[src/rtl/hca_div_pipe.sv]
// ----------------------------------------------------------------------------
// HSL color adjust pipelined divider
// Restoring division, one quotient bit per register stage, with a side word
// that travels alongside. The quotient must fit in QuotW bits.
// ----------------------------------------------------------------------------
module hca_div_pipe #(
  parameter int DivisorW = 8,
  parameter int QuotW    = 17,
  parameter int SideW    = 1
) (
  input  logic                      clk,
  input  logic                      en,
  input  logic [DivisorW+QuotW-1:0] dividend,
  input  logic [DivisorW-1:0]       divisor,
  input  logic [SideW-1:0]          side_in,
  output logic [QuotW-1:0]          quotient,
  output logic [SideW-1:0]          side_out
);

  logic [DivisorW-1:0] rem_q  [QuotW];
  logic [QuotW-1:0]    dq_q   [QuotW];
  logic [DivisorW-1:0] dvs_q  [QuotW];
  logic [SideW-1:0]    side_q [QuotW];

  for (genvar k = 0; k < QuotW; k++) begin : g_stage
    logic [DivisorW-1:0] rem_i;
    logic [DivisorW-1:0] dvs_i;
    logic [QuotW-1:0]    dq_i;
    logic [SideW-1:0]    side_i;
    logic [DivisorW:0]   trial;
    logic [DivisorW:0]   diff;
    logic                ge;

    if (k == 0) begin : g_first
      assign rem_i  = dividend[DivisorW+QuotW-1:QuotW];
      assign dq_i   = dividend[QuotW-1:0];
      assign dvs_i  = divisor;
      assign side_i = side_in;
    end else begin : g_rest
      assign rem_i  = rem_q[k-1];
      assign dq_i   = dq_q[k-1];
      assign dvs_i  = dvs_q[k-1];
      assign side_i = side_q[k-1];
    end

    assign trial = {rem_i, dq_i[QuotW-1]};
    assign ge    = trial >= {1'b0, dvs_i};
    assign diff  = trial - {1'b0, dvs_i};

    always_ff @(posedge clk) begin
      if (en) begin
        rem_q[k]  <= ge ? diff[DivisorW-1:0] : trial[DivisorW-1:0];
        dq_q[k]   <= {dq_i[QuotW-2:0], ge};
        dvs_q[k]  <= dvs_i;
        side_q[k] <= side_i;
      end
    end
  end

  assign quotient = dq_q[QuotW-1];
  assign side_out = side_q[QuotW-1];

endmodule

[config.mk]
export PLATFORM = sky130hd
export DESIGN_NAME = hca_div_pipe
export DESIGN_NICKNAME = d
export VERILOG_FILES = /design/src/rtl/hca_div_pipe.sv
export SDC_FILE = /design/constraint.sdc
export NUM_CORES = 1
export LEC_CHECK = 0
export BUFFER_PORTS_ARGS = -buffer_cell sky130_fd_sc_hd__buf_2
export CORE_ASPECT_RATIO = 1.75
export CORE_MARGIN = 1
export CORE_UTILIZATION = 35
export DETAILED_ROUTE_END_ITERATION = 10
export GPL_TIMING_DRIVEN = 0
export PLACE_DENSITY = 0.56
export SETUP_SLACK_MARGIN = 0.4
export SLEW_MARGIN = 20
export SYNTH_ARGS = -nofsm -noshare
export SYNTH_HDL_FRONTEND = slang
export SYNTH_SLANG_ARGS = --single-unit
[constraint.sdc]
create_clock -name clk -period 2.3 [get_ports clk]
set_input_delay 0.345 -clock clk [delete_from_list [all_inputs] [get_ports clk]]
set_output_delay 0.345 -clock clk [all_outputs]
set_load 0.1 [all_outputs]
==> metrics.csv, run 1 <==
stage,metric,value,unit
drt,vias post-DR,14321,
sta,crit share post-route,99.4,%
drt,initial drt markers,521,
critical_path,R2R setup slack,10,ps
logic_synthesis,"Avg Cell Area, Syn",15.6,µm²
final_layout,Nets,2169,
logic_synthesis,top cells by area in the synthesized netlist,"edfxtp_1, ha_1, mux2_4",
floorplanning,Die Area,73900,µm²
floorplanning,Row Count,130,
sta,relative slew slack,59.9,%
power_and_ir_drop,cell-internal power,28300,µW
drt,routed length per instance,17.0,µm
outcome,status,finished clean,
clock_tree,clock root buffer,clkbuf_16,
placement,post-detail-place hpwl,33.2,mm
drt,vias per inst,4.86,
placement,gpl congestion,0.812,
logic_synthesis,cell count after synthesis,1632,
power_and_ir_drop,net switching power,12300,µW
sta,max frequency,0.437,GHz
global_route,GR Overflow Total,0,
final_layout,fin area,33200,µm²
drt,Final ANT Viol Nets,0,
global_route,Tot GR Track Use,13.4,%
critical_path,CP required,2660,ps
logic_synthesis,dominant synthesized flop cell,edfxtp_1,
critical_path,CP Max Fanout,3,
hold_path,Worst Hold Class,input pin to flip-flop,
placement,# placed instances,2615,
job,Max-cap violations,0,
floorplanning,die width,206,µm
logic_synthesis,register area share after synthesis,66.2,%
final_layout,Final Non-Filler Cells,2949,
critical_path,CP Capture Type,flip-flop,
final_layout,area delta synth->final,30.1,%
logic_synthesis,Yosys top cell by area,edfxtp_1,
critical_path,Slowest cell on crit path,edfxtp_1,
power_and_ir_drop,pwr/cell area,1220,nW/µm²
sta,Max Clock Skew,17.4,ps
final_layout,ratio of cells with drive above 1 in the final layout,40.4,%
logic_synthesis,warning count from the yosys run,0,
power_and_ir_drop,Sw Ratio,30.3,%
global_route,first-pass GRT wire length,76.6,mm
critical_path,Critical Path Max Stage Delay,420,ps
clock_tree,CTS tree,built,
drt,Routed WL,50.1,mm
critical_path,kind of critical path,flip-flop to flip-flop,
placement,placed inst area,27600,µm²
logic_synthesis,post-synthesis async set-or-reset flop share,0,%
critical_path,CP Depth,7,
power_and_ir_drop,Leak,0.0126,µW
clock_tree,CTS Buf Count,54,
sta,Setup Viol. Count Final,0,
placement,PortBufs,53,
floorplanning,initial core utilization,35.5,%
logic_synthesis,"count leader, synth",edfxtp_1,
critical_path,crit path cell chain,ha_4 > fa_2 > nor2b_4 > o31a_1 > nor4_2 > a311o_1 > mux2_4,
clock_tree,"Clk Latency, worst-skew pair",610,ps
sta,Worst-Margin Slew,605,ps
logic_synthesis,"top cells by count, synth","edfxtp_1, inv_1, ha_1, mux2_4, nor2_1",
sta,final hold violations,0,
sta,RSZ-0062 raised after global routing,yes,
critical_path,Top Family by Delay on Critical Path,adder cells,
logic_synthesis,post-synth design cell area,25500,µm²
sta,"Slew Viols, Final",0,
critical_path,CP arrival,2650,ps
logic_synthesis,post-synth top area share,66.2,%
logic_synthesis,Mapped Nets,1820,
sta,"Min Clock Period, post-route",2290,ps
critical_path,CP startpoint kind,flip-flop,
floorplanning,core area,71900,µm²
final_layout,Antenna Cells,0,
floorplanning,Die Span Y,359,µm
hold_path,Worst Hold Depth,1,
logic_synthesis,count of different cell masters after synthesis,51,
global_route,largest net degree at the start of global routing,103,
critical_path,r2r startpoint,dvs_q[0][32],
hold_path,min-delay src,divisor[6],
floorplanning,I/O pins,54,
power_and_ir_drop,Comb power frac,41.6,%
clock_tree,Clock Pin Slew Worst Setup and Hold Paths,60,ps
clock_tree,Max clock buf depth,3,
critical_path,Worst Reg-to-Reg Cells,7,
power_and_ir_drop,Peak VDD IR,0.735,mV
power_and_ir_drop,Reg power frac,36.3,%
logic_synthesis,Post-synth EDFFs,562,
drt,# DRC,0,
power_and_ir_drop,clock share of power,22.1,%
clock_tree,TritonCTS Sinks,562,
critical_path,crit path buf inv count,0,
logic_synthesis,Synth Register Bits,562,
critical_path,Critical Path Start,dvs_q[0][32],
global_route,vias in the first global route,15245,
clock_tree,H-tree depth,2,
drt,First-pass DRT Iterations,5,
global_route,initial antenna violation count,0,
==> repair_timing <==
item	CTS	global route
setup endpoints to repair	134	135
pin swaps	124	52
buffers inserted	162	46
gates resized for setup	241	101
hold buffers	25	0
hold endpoints to repair	25	0
cloned	1	0
==> cell families (layout without fill, tap and decap cells) <==
kind of cell | Yosys count | after routing | synth area share (%)
fa+ha+maj | 152 | 152 | 7.93
simple gates | 251 | 251 | 5.05
mux | 124 | 124 | 6.60
xor+xnor | 48 | 48 | 1.65
flops | 562 | 562 | 66.2
compound gates | 276 | 276 | 8.87
buf+inv | 219 | 612 | 3.68
==> layout by cell type (no fill, tap or decap), types with 12 or more instances in the layout <==
| master | instances |
|---|---|
| edfxtp_1 | 562 |
| buf_4 | 176 |
| inv_1 | 138 |
| ha_4 | 93 |
| mux2_4 | 92 |
| clkbuf_16 | 55 |
| buf_6 | 54 |
| buf_2 | 54 |
| inv_2 | 50 |
| nor2_1 | 47 |
| xnor2_1 | 44 |
| nor3_1 | 41 |
| a21o_1 | 32 |
| a21oi_1 | 32 |
| o21a_1 | 29 |
| mux2i_1 | 29 |
| ha_1 | 28 |
| dlygate4sd3_1 | 25 |
| a211o_1 | 24 |
| o21ai_0 | 24 |
| nand2b_1 | 17 |
| o31a_1 | 16 |
| a311o_1 | 16 |
| fa_2 | 16 |
| ha_2 | 15 |
| nand3_2 | 13 |
| a211oi_1 | 13 |
| clkinv_1 | 13 |
| nor2_2 | 12 |
| nand3_1 | 12 |
| and3_1 | 12 |
| a21o_2 | 12 |
| o311a_2 | 12 |
==> worst paths after layout <==
check	endpoint
setup / recovery	rem_q[0][46]
hold / removal	dvs_q[0][6]
setup reg to reg	rem_q[0][46]
hold reg to reg	dq_q[0][19]
==> sequential cells by signal (all words and copies together), names as in the netlist <==
signal  flops
dvs_q     128
rem_q     128
dq_q      289
side_q     17
==> power by group through the flow <==
| stage | Clock (µW) | Sequential, µW | Combinational [µW] |
|---|---|---|---|
| after floorplan | 0 | 14600 | 9720 |
| after global routing | 9630 | 14900 | 18100 |
| after detailed placement | 0 | 14700 | 12400 |
| after global placement | 0 | 14900 | 11900 |
| after CTS | 9300 | 14700 | 15700 |
| final | 8960 | 14700 | 16900 |
==> metal layers <==
layer / vias up / global-route usage (%) / wire [µm]
met2: 236 / 28.8 / 30900
met5: - / 0 / 0
met4: 0 / 8.00 / 2820
met3: 136 / 2.14 / 1360
li1: 6875 / - / -
met1: 7074 / 10.2 / 15000
==> cell type report <==
type / count / area (µm²)
Timing Repair Buffer: 293 / 2420
Inverter: 191 / 734
Clock buffer: 64 / 1410
Fill cell: 6250 / 38700
Clock inverter: 36 / 370
Multi-Input combinational cell: 851 / 9890
Sequential cell: 562 / 16900
Buffer: 28 / 303
Tap cell: 924 / 1160
==> per-stage QoR <==
| stage | hold slack, ps | setup slack (ps) | utilization [%] | total power, µW | TNS (ps) |
|---|---|---|---|---|---|
| after CTS | 4.87 | 36.8 | 44.9 | 39600 | 0 |
| after floorplan | 400 | 227 | - | 24300 | 0 |
| after detailed placement | 405 | -251 | 38.3 | 27200 | -3200 |
| after global placement | 401 | -7880 | 38.1 | 26800 | -4388410 |
| after global routing | 18.4 | -24.3 | 46.1 | 42600 | -86.7 |
| final | 54.8 | 12.8 | 46.1 | 40600 | 0 |
Note: power is estimated with default switching activity, not from simulation.
==> run 2, diff against run 1 <==
PLACE_DENSITY = 0.55   (was 0.56)
SLEW_MARGIN = 15   (was 20)
clock period = 2.6 ns   (was 2.3 ns; I/O delays follow)
==> run 2 against run 1 <==
  * Global-route usage fell by 0.29 points
  * Non-clock buffer count fell by 49
  * Utilization fell by 1.6 points
  * Combinational power fell by 21%
  * Power fell by 15%
  * First-iteration DRC count rose by 22%
  * Die area did not move
  * Worst hold slack improved by 30 ps
  * Cell count fell by 1.6%
  * Sequential share of layout area rose by 1.8 points
  * Maximum frequency rose by 0.68%
  * Largest cell class unchanged
  * Highest routed layer unchanged
==> metrics.csv, run 2 (same netlist as run 1, synthesis figures left out) <==
stage,metric,value,unit
final_layout,"most common cell after layout, fill and taps aside",edfxtp_1,
sta,final hold violations,0,
power_and_ir_drop,pwr/cell area,1080,nW/µm²
sta,relative slew slack,61.6,%
floorplanning,Die Span Y,359,µm
critical_path,kind of critical path,flip-flop to flip-flop,
critical_path,crit path cell chain,ha_1 > buf_6 > nand3_4 > nor3_4 > a2111oi_4 > o21a_1 > buf_6 > mux2_4,
final_layout,fin area,32000,µm²
critical_path,Critical Path Max Stage Delay,440,ps
floorplanning,core area,71900,µm²
critical_path,Slowest cell on crit path,edfxtp_1,
final_layout,most frequent cells in the layout,"edfxtp_1, inv_1, buf_4",
hold_path,Worst Hold Class,input pin to flip-flop,
floorplanning,Die Area,73900,µm²
final_layout,biggest regs,"dq_q x289, dvs_q x128, rem_q x128",
clock_tree,TritonCTS Sinks,562,
sta,Worst-Margin Slew,576,ps
critical_path,Top Family by Delay on Critical Path,compound AO/OA/AOI/OAI gates,
critical_path,CP arrival,2640,ps
floorplanning,I/O pins,54,
drt,Final ANT Viol Nets,0,
power_and_ir_drop,Peak VDD IR,0.577,mV
sta,Setup Viol. Count Final,0,
drt,routed length per instance,16.9,µm
global_route,GR Overflow Total,0,
critical_path,CP Max Fanout,8,
global_route,Tot GR Track Use,13.1,%
clock_tree,H-tree depth,2,
final_layout,Antenna Cells,0,
sta,max frequency,0.440,GHz
drt,vias per inst,4.90,
final_layout,Nets,2121,
clock_tree,Max clock buf depth,3,
outcome,status,finished clean,
sta,"Min Clock Period, post-route",2270,ps
floorplanning,initial core utilization,35.5,%
critical_path,CP startpoint kind,flip-flop,
sta,setup_tns,0,ps
sta,"Slew Viols, Final",0,
final_layout,ratio of cells with drive above 1 in the final layout,35.0,%
clock_tree,Clock Pin Slew Worst Setup and Hold Paths,70,ps
final_layout,area delta synth->final,25.7,%
sta,crit share post-route,87.4,%
global_route,largest net degree at the start of global routing,111,
sta,hold slack final,85.2,ps
clock_tree,"Clk Latency, worst-skew pair",640,ps
critical_path,CP Capture Type,flip-flop,
floorplanning,die width,206,µm
placement,PortBufs,53,
final_layout,Reg with most FFs,dq_q,
placement,gpl congestion,0.830,
critical_path,crit path buf inv count,2,
job,Max-cap violations,0,
floorplanning,Row Count,130,
critical_path,CP required,2970,ps
power_and_ir_drop,overall power,34600,µW
drt,Routed WL,49.1,mm
drt,vias post-DR,14227,
sta,Max Clock Skew,28.2,ps
global_route,vias in the first global route,15102,
power_and_ir_drop,Leak,0.0123,µW
placement,post-detail-place hpwl,32.5,mm
final_layout,Fill cells,6269,
clock_tree,clock root buffer,clkbuf_16,
drt,First-pass DRT Iterations,5,
global_route,first-pass GRT wire length,74.7,mm
clock_tree,CTS tree,built,
clock_tree,CTS Buf Count,55,
drt,# DRC,0,
global_route,initial antenna violation count,0,
critical_path,crit-path most repeated cell,buf_6,
placement,placed inst area,27100,µm²
sta,RSZ-0062 raised after global routing,yes,
final_layout,max reg flops,289,
drt,initial drt markers,634,
==> run 2: power by group <==
part	leakage (µW)	total [µW]	switching, µW	internal (µW)
sequential	0.00548	12900	876	12100
combinational	0.00588	13400	6040	7320
clock	0.000904	8320	3460	4860
==> run 2: per-stage QoR <==
step / cells / util (%) / setup WS [ps]
2_1_floorplan: 1632 / - / 423
3_5_place_dp: 2614 / 37.6 / -105
4_1_cts: 2841 / 43.0 / 317
3_3_place_gp: 2609 / 37.4 / -7700
5_1_grt: 2901 / 44.6 / 269
6_report: 2901 / 44.6 / 328
==> run 2: worst reg2reg max path, cell delays in order, from the launching register on <==
cell       delay (ps)
edfxtp_1          440
ha_1              330
buf_6             140
nand3_4            70
nor3_4             50
a2111oi_4         320
o21a_1            180
buf_6             160
mux2_4            310
==> run 2: final timing paths <==
| path | startpoint | to | slack (ps) | depth (start not counted) |
|---|---|---|---|---|
| worst min-delay path | dividend[22] | rem_q[0][6] | 90 | 2 |
| worst min register to register | dq_q[0][246] | dq_q[0][264] | 410 | 0 |
| worst max register to register | rem_q[0][36] | rem_q[0][42] | 330 | 8 |
| worst max-delay path | rem_q[0][36] | rem_q[0][42] | 330 | 8 |
==> run 2: metal layers <==
metal  vias to the layer above  wire (µm)  GRT usage (%)
met2                       247      30800           28.8
met5                         -          0              0
met4                         0       2550           7.01
met1                      7042      14400           9.80
li1                       6802          -              -
met3                       136       1340           2.11
==> run 2: what timing repair did <==
action,4_1_cts,5_1_grt
hold buffers,25,0
resized for setup,170,135
setup endpoints to repair,100,110
pin swaps,95,87
setup buffers,100,60
gates cloned,1,0
hold endpoints to repair,25,0
==> run 2: area by class of cell <==
class | count | area (µm²) | area share (%)
inverter | 191 | 717 | 2.24
clock inverter | 33 | 429 | 1.34
multi-input combinational | 851 | 9190 | 28.7
buffer | 28 | 278 | 0.867
clock buffer | 68 | 1450 | 4.51
timing repair buffer | 244 | 1950 | 6.08
tap | 924 | 1160 | 3.61
sequential | 562 | 16900 | 52.7
==> run 3, diff against run 2 <==
--- a/config.mk
+++ b/config.mk
@@ -15,2 +15,3 @@
 export SETUP_SLACK_MARGIN = 0.4
+export SKIP_LAST_GASP = 1
 export SLEW_MARGIN = 15
==> constraint.sdc (replaced) <==
create_clock -name clk -period 2.6 [get_ports clk]
set_input_delay 0.13 -clock clk [delete_from_list [all_inputs] [get_ports clk]]
set_output_delay 0.13 -clock clk [all_outputs]
set_load 0.1 [all_outputs]
==> run 3 against run 2 <==
  * Power barely moved
  * Critical path depth is the same
  * Die area unchanged
  * First-iteration DRC count fell by 0.63%
  * Sequential power is essentially flat
  * Sequential share of layout area is 0.20 points lower
  * Clock skew barely moved
  * Wire length increased by 0.53%
  * Worst hold slack got worse by 56 ps
==> metrics.csv, run 3 (same netlist as run 1, synthesis figures left out) <==
stage,metric,value,unit
outcome,status,finished clean,
critical_path,CP Capture Type,flip-flop,
critical_path,CP Max Fanout,8,
hold_path,min-delay src,en,
global_route,GR Overflow Total,0,
final_layout,Reg with most FFs,dq_q,
drt,vias post-DR,14230,
critical_path,crit-path most repeated cell,buf_6,
floorplanning,initial core utilization,35.5,%
floorplanning,core area,71900,µm²
floorplanning,die width,206,µm
clock_tree,Clock Pin Slew Worst Setup and Hold Paths,70,ps
sta,relative slew slack,61.3,%
placement,post-detail-place hpwl,32.5,mm
critical_path,crit path cell chain,ha_1 > buf_6 > nand3_4 > nor3_4 > a2111oi_4 > o21a_1 > buf_6 > mux2_4,
final_layout,biggest regs,"dq_q x289, dvs_q x128, rem_q x128",
critical_path,r2r startpoint,rem_q[0][36],
power_and_ir_drop,Peak VDD IR,0.574,mV
final_layout,ratio of cells with drive above 1 in the final layout,34.9,%
placement,gpl congestion,0.830,
final_layout,most frequent cells in the layout,"edfxtp_1, inv_1, buf_4",
clock_tree,H-tree depth,2,
floorplanning,Die Span Y,359,µm
clock_tree,TritonCTS Sinks,562,
final_layout,area delta synth->final,26.2,%
sta,"Min Clock Period, post-route",2270,ps
final_layout,Nets,2131,
drt,vias per inst,4.89,
clock_tree,clock root buffer,clkbuf_16,
sta,PnR worst setup slack,331,ps
power_and_ir_drop,Leak,0.0123,µW
final_layout,Fill cells,6249,
power_and_ir_drop,pwr/cell area,1080,nW/µm²
sta,RSZ-0062 raised after global routing,yes,
hold_path,Worst Hold Depth,2,
drt,initial drt markers,630,
critical_path,Critical Path Max Stage Delay,440,ps
clock_tree,"Clk Latency, worst-skew pair",640,ps
critical_path,Slowest cell on crit path,edfxtp_1,
sta,"Slew Viols, Final",0,
drt,# DRC,0,
global_route,initial antenna violation count,0,
critical_path,CP required,2970,ps
critical_path,kind of critical path,flip-flop to flip-flop,
final_layout,max reg flops,289,
critical_path,CP arrival,2640,ps
drt,routed length per instance,17.0,µm
drt,Routed WL,49.4,mm
critical_path,R2R setup slack,330,ps
critical_path,Worst Reg-to-Reg Cells,8,
sta,final hold violations,0,
clock_tree,Max clock buf depth,3,
placement,worst slack at placement,19.6,ps
sta,crit share post-route,87.3,%
placement,PortBufs,53,
sta,Setup Viol. Count Final,0,
clock_tree,CTS Buf Count,55,
drt,Final ANT Viol Nets,0,
job,Max-cap violations,0,
critical_path,CP startpoint kind,flip-flop,
floorplanning,I/O pins,54,
global_route,Tot GR Track Use,13.2,%
sta,max frequency,0.441,GHz
floorplanning,Row Count,130,
global_route,first-pass GRT wire length,75.1,mm
critical_path,Worst R2R End,rem_q[0][42],
global_route,vias in the first global route,15158,
sta,Max Clock Skew,28.5,ps
sta,Worst-Margin Slew,581,ps
sta,hold slack final,29.2,ps
clock_tree,CTS tree,built,
final_layout,Antenna Cells,0,
final_layout,"most common cell after layout, fill and taps aside",edfxtp_1,
hold_path,hold-critical path endpoint,dq_q[0][12],
floorplanning,Die Area,73900,µm²
hold_path,Worst Hold Class,input pin to flip-flop,
global_route,largest net degree at the start of global routing,111,
drt,First-pass DRT Iterations,5,
run 3: changes by cell type in the layout (fill, tap and decap cells not counted), sizes merged:
cell / before / now
dlygate4sd3: 25 / 34
buf: 247 / 248
run 3: cell type report:
| type | count | area (µm²) | share of cell area, % |
|---|---|---|---|
| flip-flops and latches | 562 | 16900 | 52.5 |
| inverters | 191 | 717 | 2.23 |
| repair buffers | 254 | 2060 | 6.42 |
| clock inverters | 33 | 429 | 1.33 |
| multi-input cells | 851 | 9190 | 28.6 |
| well taps | 924 | 1160 | 3.59 |
| clock buffers | 68 | 1450 | 4.50 |
| plain buffers | 28 | 278 | 0.864 |
run 3: metrics by stage:
stage / power (µW) / setup TNS [ps] / instances / instance area, µm² / util, %
after detailed placement: 23500 / 0 / 2614 / 27100 / 37.6
after floorplan: 21000 / 0 / 1632 / 25500 / -
after global placement: 23200 / -4123060 / 2609 / 26900 / 37.4
final: 34600 / 0 / 2911 / 32200 / 44.7
after CTS: 33800 / 0 / 2851 / 31000 / 43.2
after global routing: 36400 / 0 / 2911 / 32200 / 44.7
run 3: metal layers:
| metal | vias to the layer above | track usage [%] | routed length [µm] |
|---|---|---|---|
| li1 | 6816 | - | - |
| met1 | 7048 | 9.83 | 14500 |
| met2 | 230 | 28.9 | 31000 |
| met3 | 136 | 2.12 | 1290 |
| met4 | 0 | 7.06 | 2560 |
| met5 | - | 0 | 0 |
run 3: worst max-delay path, delay by kind of cell, from the launching register on:
family | cells | cell delay (ps)
mux | 1 | 310
flops | 1 | 440
buf+inv | 2 | 300
fa+ha+maj | 1 | 330
simple gates | 2 | 120
compound gates | 2 | 500
run 3: worst max-delay path by stage:
stage / from / endpoint / slack, ps / cells past startpoint
floorplan: rem_q[0][93] / rem_q[0][100] / 440 / 6
global placement: en / dq_q[1][16] / -7440 / 1
detailed placement: dvs_q[0][97] / rem_q[0][104] / 20 / 8
CTS: dvs_q[0][64] / rem_q[0][78] / 320 / 7
global route: dvs_q[0][16] / rem_q[0][30] / 270 / 7
finish: rem_q[0][36] / rem_q[0][42] / 330 / 8
run 3: repair_timing:
| item | CTS | global route |
|---|---|---|
| pin swaps | 95 | 88 |
| endpoints found under the hold margin | 93 | 0 |
| cloned | 1 | 0 |
| buffers inserted | 100 | 60 |
| setup endpoints to repair | 100 | 111 |
| hold buffers | 35 | 0 |
| resized for setup | 170 | 137 |
run 3: power breakdown:
| group | total, µW | internal (µW) | switching, µW |
|---|---|---|---|
| clock network | 8310 | 4860 | 3450 |
| logic | 13400 | 7340 | 6050 |
| registers | 12900 | 12100 | 877 |
